--- src/rtl/tensor_transpose_int8_macros.svh ---
// assertion macros for the tensor transpose block
`ifndef TENSOR_TRANSPOSE_INT8_MACROS_SVH
`define TENSOR_TRANSPOSE_INT8_MACROS_SVH

// condition implies consequence in the same cycle
`define TTI8_ASSERT_SAME(lbl, clk, rst_n, cond, cons) \
    lbl: assert property (@(posedge clk) disable iff (!rst_n) (cond) |-> (cons)) \
        else $error("tensor transpose check failed");

// condition implies consequence in the next cycle
`define TTI8_ASSERT_NEXT(lbl, clk, rst_n, cond, cons) \
    lbl: assert property (@(posedge clk) disable iff (!rst_n) (cond) |=> (cons)) \
        else $error("tensor transpose check failed");

`endif

--- src/rtl/tti8_pkg.sv ---
// shared types and constants of the tensor transpose block
package tti8_pkg;

    localparam int SLOTS      = 4;
    localparam int MAX_DIMS   = 4;
    localparam int SHAPE_W    = 13;
    localparam int DIM_W      = 3;
    localparam int PERM_W     = 8;
    localparam int CFG_ADDR_W = 3;
    localparam int CFG_DATA_W = 13;

    localparam logic [DIM_W-1:0] DIM_LIMIT = DIM_W'((MAX_DIMS < SLOTS) ? MAX_DIMS : SLOTS);

    localparam logic [CFG_ADDR_W-1:0] REG_DIM_COUNT   = CFG_ADDR_W'(0);
    localparam logic [CFG_ADDR_W-1:0] REG_SHAPE_ZERO  = CFG_ADDR_W'(1);
    localparam logic [CFG_ADDR_W-1:0] REG_SHAPE_ONE   = CFG_ADDR_W'(2);
    localparam logic [CFG_ADDR_W-1:0] REG_SHAPE_TWO   = CFG_ADDR_W'(3);
    localparam logic [CFG_ADDR_W-1:0] REG_SHAPE_THREE = CFG_ADDR_W'(4);
    localparam logic [CFG_ADDR_W-1:0] REG_PERM_CODE   = CFG_ADDR_W'(5);

    localparam logic [DIM_W-1:0]  DIM_COUNT_RST = DIM_W'(1);
    localparam logic [PERM_W-1:0] PERM_CODE_RST = PERM_W'(228);

    typedef logic [SHAPE_W-1:0] t_shape;

    typedef struct packed {
        logic       init;
        logic       stride;
        logic       step_mul;
        logic       step_acc;
        logic       finish;
        logic [1:0] idx;
        logic       push;
        logic       pull;
    } t_cmd;

    typedef struct packed {
        logic cfg_restart;
    } t_stat;

endpackage

--- src/rtl/tti8_ctrl.sv ---
// controller: handshake, output valid and the setup sequencer
module tti8_ctrl (
    input  logic             i_clk,
    input  logic             i_rst_n,
    input  tti8_pkg::t_stat  i_stat,
    input  logic             i_in_valid,
    input  logic             i_action,
    input  logic             i_out_stall,
    output logic             o_in_stall,
    output logic             o_out_valid,
    output tti8_pkg::t_cmd   o_cmd
);
    import tti8_pkg::*;

    localparam logic [2:0] ST_INIT   = 3'd0;
    localparam logic [2:0] ST_STRIDE = 3'd1;
    localparam logic [2:0] ST_STEP   = 3'd2;
    localparam logic [2:0] ST_FIN    = 3'd3;
    localparam logic [2:0] ST_READY  = 3'd4;

    logic [2:0] r_state, n_state;
    logic [2:0] r_cnt, n_cnt;
    logic       r_out_valid, n_out_valid;
    logic       w_free;
    logic       w_acc;

    assign w_free     = !r_out_valid || !i_out_stall;
    assign o_in_stall = (r_state != ST_READY) || i_stat.cfg_restart || !w_free;
    assign w_acc      = i_in_valid && !o_in_stall;
    assign o_out_valid = r_out_valid;

    always_comb begin
        o_cmd          = '0;
        o_cmd.init     = (r_state == ST_INIT);
        o_cmd.stride   = (r_state == ST_STRIDE);
        o_cmd.step_mul = (r_state == ST_STEP) && !r_cnt[0];
        o_cmd.step_acc = (r_state == ST_STEP) && r_cnt[0];
        o_cmd.finish   = (r_state == ST_FIN);
        o_cmd.idx      = (r_state == ST_STEP) ? ~r_cnt[2:1] : ~r_cnt[1:0];
        o_cmd.push     = w_acc && !i_action;
        o_cmd.pull     = w_acc && i_action;
    end

    always_comb begin
        n_state = r_state;
        n_cnt   = r_cnt;
        unique case (r_state)
            ST_INIT: begin
                n_state = ST_STRIDE;
                n_cnt   = '0;
            end
            ST_STRIDE: begin
                n_cnt = r_cnt + 3'd1;
                if (r_cnt == 3'd3) begin
                    n_state = ST_STEP;
                    n_cnt   = '0;
                end
            end
            ST_STEP: begin
                n_cnt = r_cnt + 3'd1;
                if (r_cnt == 3'd7) begin
                    n_state = ST_FIN;
                end
            end
            ST_FIN: begin
                n_state = ST_READY;
            end
            ST_READY: begin
                n_state = ST_READY;
            end
            default: begin
                n_state = ST_INIT;
            end
        endcase
        if (i_stat.cfg_restart) begin
            n_state = ST_INIT;
        end
    end

    always_comb begin
        n_out_valid = r_out_valid;
        if (o_cmd.pull) begin
            n_out_valid = 1'b1;
        end else if (!i_out_stall) begin
            n_out_valid = 1'b0;
        end
    end

    always_ff @(posedge i_clk) begin
        if (!i_rst_n) begin
            r_state     <= ST_INIT;
            r_cnt       <= '0;
            r_out_valid <= 1'b0;
        end else begin
            r_state     <= n_state;
            r_cnt       <= n_cnt;
            r_out_valid <= n_out_valid;
        end
    end

endmodule

--- config.mk ---
export PLATFORM = sky130hd
export DESIGN_NAME = tti8_ctrl
export DESIGN_NICKNAME = d
export VERILOG_FILES = /design/src/rtl/tensor_transpose_int8_macros.svh /design/src/rtl/tti8_pkg.sv /design/src/rtl/tti8_ctrl.sv
export SDC_FILE = /design/constraint.sdc
export NUM_CORES = 1
export LEC_CHECK = 0
export ABC_AREA = 0
export ABC_CLOCK_PERIOD_IN_PS = 1600
export BUFFER_PORTS_ARGS = -buffer_cell sky130_fd_sc_hd__buf_4
export CORE_AREA = 5 5 42 44
export CTS_BUF_LIST = sky130_fd_sc_hd__clkbuf_8 sky130_fd_sc_hd__clkbuf_16
export DETAILED_ROUTE_END_ITERATION = 8
export DIE_AREA = 0 0 47 49
export PLACE_DENSITY = 0.69
export SLEW_MARGIN = 25
export SYNTH_ARGS = -nofsm -noshare
export SYNTH_HDL_FRONTEND = slang
export SYNTH_SLANG_ARGS = --single-unit
--- constraint.sdc ---
create_clock -name i_clk -period 1.6 [get_ports i_clk]
set_input_delay 0.24 -clock i_clk [delete_from_list [all_inputs] [get_ports i_clk]]
set_output_delay 0.24 -clock i_clk [all_outputs]
set_load 0.05 [all_outputs]
==> impl_metrics.py <==
metrics = {
    "logic_synthesis": {
        "ys_seq_elements": 7,
        "synthesis.area_per_instance_um2": 8.557,
        "count_of_mapped_cells_out_of_synthesis": 62,
        "synth_fp_nets": 72,
        "synth.yosys.seq_area_share_pct": 26.42,
        "synthesis.yosys.warnings": 0,
        "synth_top_cell_by_area": "dfxtp_1",
        "synth.area.top_cells": "dfxtp_1 (26%), ha_1 (9.4%), nor3b_4 (7.1%)",
        "netlist-cell-type-count": 24,
        "synth.top_cell.area_share_pct": 26.42,
        "synthesis.area_um2": 530.5,
    },
    "sta": {
        "hold_ws_ns": 0.2550,
        "setup_violations": 2,
        "achievable-frequency_mhz": 619.4,
        "finalHoldViolations": 0,
        "min_period_over_period_pct": 100.9,
        "report.final.slew_viol_count": 0,
        "fin_worst_skew_ns": 0.0005429,
        "rsz0062_at_grt": "yes",
        "postLayoutSetupSlackWorst_ns": -0.01445,
        "tightest_slew_ns": 0.2339,
        "slew_headroom_pct": 84.39,
        "period_needed_ns": 1.614,
    },
    "cts": {
        "cts_post_setup_buffers_inserted": 0,
        "cts_tree": "yes",
        "worstSkewPairLatency_ns": 0.23,
        "cts_made_buffers": 3,
        "cts_root_buffer": "clkbuf_8",
        "cts.htree.levels": 1,
        "clockBufferDepth": 2,
        "clock-sinks": 7,
        "clkSlewWorstSetupHoldPaths_ns": 0.04,
        "hold_fix_buffers_cts": 0,
    },
    "layout": {
        "final_core_utilization_pct": 56.61,
        "layout_nets": 96,
        "filler_free_cell_count_of_the_finished_design": 101,
        "final_layout_size_suffix_gt1_share_pct": 47.06,
        "most_frequent_cells_in_the_layout": "buf_4 (20), nand2_1 (8), inv_1 (7)",
        "fin_area_um2": 793.3,
        "most_common_library_cell_in_the_layout_ignoring_fill_and_taps": "buf_4",
        "area_delta_synth_final_pct": 49.53,
        "antenna-diode-count": 0,
    },
    "route": {
        "ant_nets": 0,
        "dr_total_vias": 478,
        "first_pass_iters": 4,
        "route.detailed.vias_per_inst": 4.733,
        "wirelength_mm": 1.193,
        "detail_route.wl_per_cell_um": 11.81,
        "count_of_routing_violations_after_the_opening_detailed_route_iteration": 4,
        "drc_errors": 0,
    },
    "power": {
        "power-per-cell-area_nw_per_um2": 612.8,
        "irDropWorstVdd_v": 0.0003948,
        "p_leak_nw": 0.3418,
    },
    "placement": {
        "port_buffers": 16,
        "place_inst": 97,
        "estimated_wirelength_of_the_detail_placed_design_um": 944.9,
        "place_congestion": 0.8273,
        "placed_area_um2": 730.7,
    },
    "worst_setup_path": {
        "endpoint_type_of_the_worst_setup_path": "output port",
        "cp_slowest_stage_delay_ns": 0.37,
        "reg2reg_from": "r_cnt[0]",
        "cp_cell_sequence": "nor3b_4 -> buf_6 -> mux2i_4 -> buf_6",
        "critPathSlowestCell": "dfxtp_4",
        "worstSetupStartpointType": "flop",
        "worstSetupPathType": "flop to output port",
        "worstRegToRegCells": 5,
        "critPathMaxFanout": 6,
        "ff2ff_setup_slack_ns": 0.34,
        "ff_to_ff_end": "r_cnt[0]",
        "worst-endpoint-arrival_ns": 1.37,
        "cpMostUsedCell": "buf_6",
        "worst-endpoint-required_ns": 1.36,
    },
    "hold_path": {
        "timing.hold.worst.class": "input port to flop",
        "start_point_of_the_worst_min_delay_path": "i_out_stall",
        "hold_depth": 3,
        "hold_path_end": "o_out_valid",
    },
    "global_route": {
        "grt_first_pass_wirelength_mm": 2.056,
        "grt.overflow.total": 0,
        "grt_start_max_net_pins": 9,
        "global_route.usage.total_pct": 12.41,
        "first_global_vias": 469,
        "grt_antenna_before_repair": 0,
    },
    "floorplan": {
        "core_area_um2": 1401,
        "initial_utilization_pct": 37.86,
        "die_y_um": 49,
        "placement_rows": 14,
        "io_pins": 17,
        "die_area_um2": 2303,
        "die_width_um": 47,
    },
    "outcome": {
        "failed_checks": "negative setup slack",
        "status": "finished, violations left",
    },
    "run": {
        "timing.max_cap.violations": 0,
    },
}
cells in the mapped netlist:
master / number
and2b_1: 1
o22ai_2: 1
or2_1: 1
buf_4: 2
nor3_1: 2
ha_1: 4
inv_1: 6
nand4b_2: 1
nor2_1: 4
nand2_1: 8
nor2_4: 1
and2_1: 1
o21ai_1: 1
mux2i_1: 3
nor3b_2: 1
dfxtp_1: 7
a21oi_2: 2
a21oi_1: 5
o22ai_1: 1
nand3_1: 2
nand2b_1: 2
o21ai_0: 2
buf_6: 2
nor3b_4: 2
final cells by class:
class / instances / area (µm²)
well taps: 16 / 20.02
flip-flops and latches: 7 / 146.4
clock buffers: 3 / 41.29
clock inverters: 1 / 3.754
multi-input cells: 45 / 375.4
repair buffers: 23 / 183.9
inverters: 6 / 22.52
fillers: 136 / 608.1
metal layers:
metal	GRT usage, %	wire length (µm)	vias to the layer above
met4	6.912	14	0
met2	18.55	610	14
met3	4.059	84	2
li1	-	-	250
met1	15.01	483	212
met5	0	0	-
power by group:
part	internal [W]	leakage [nW]	switching, W
Sequential	0.000177	0.0584	0.00000340
Combinational	0.0000313	0.256	0.0000370
Clock	0.000165	0.0269	0.0000723
Total	0.000373	0.342	0.000113
cells by family after synthesis:
| family | Yosys count | synth area share (%) |
|---|---|---|
| compound gates | 12 | 14.39 |
| fa+ha+maj | 4 | 9.434 |
| buf+inv | 10 | 11.32 |
| flops | 7 | 26.41 |
| mux | 3 | 5.661 |
| simple gates | 26 | 32.78 |
flip-flops by register name, summed over array words and instances, names as in the netlist:
register,flops
r_cnt,3
o_out_valid,1
r_state,3
critical path: cells and delay by family (launching register included):
| family | cells | cell delay, ns |
|---|---|---|
| buffers and inverters | 2 | 0.35 |
| DFF | 1 | 0.37 |
| muxes | 1 | 0.23 |
| and+or+nand+nor | 1 | 0.20 |
how the worst max path moves through the flow:
stage / start / to / slack [ns]
final: r_state[1] / o_cmd[2] / -0.01
after global routing: r_state[1] / o_cmd[2] / -0.06
after CTS: r_state[1] / o_cmd[2] / 0.001
after detailed placement: r_state[1] / o_cmd[2] / 0.1
after global placement: r_state[1] / o_cmd[3] / 0.12
after floorplan: o_out_valid / o_cmd[1] / -0.13
stage by stage:
step                      total power, W  worst slack [ns]  TNS (ns)
final                          0.0004861          -0.01445  -0.02178
after global routing           0.0005122          -0.06487   -0.1114
after CTS                      0.0004971         0.0009971         0
after detailed placement       0.0002515           0.09635         0
after global placement         0.0002503            0.1189         0
after floorplan                0.0002264           -0.1336   -0.1336
timing repair:
action,CTS,global route
pin swaps,0,0
endpoints found under the setup margin,5,2
resized for setup,7,0
No activity file was read; power rests on OpenSTA's default activity.
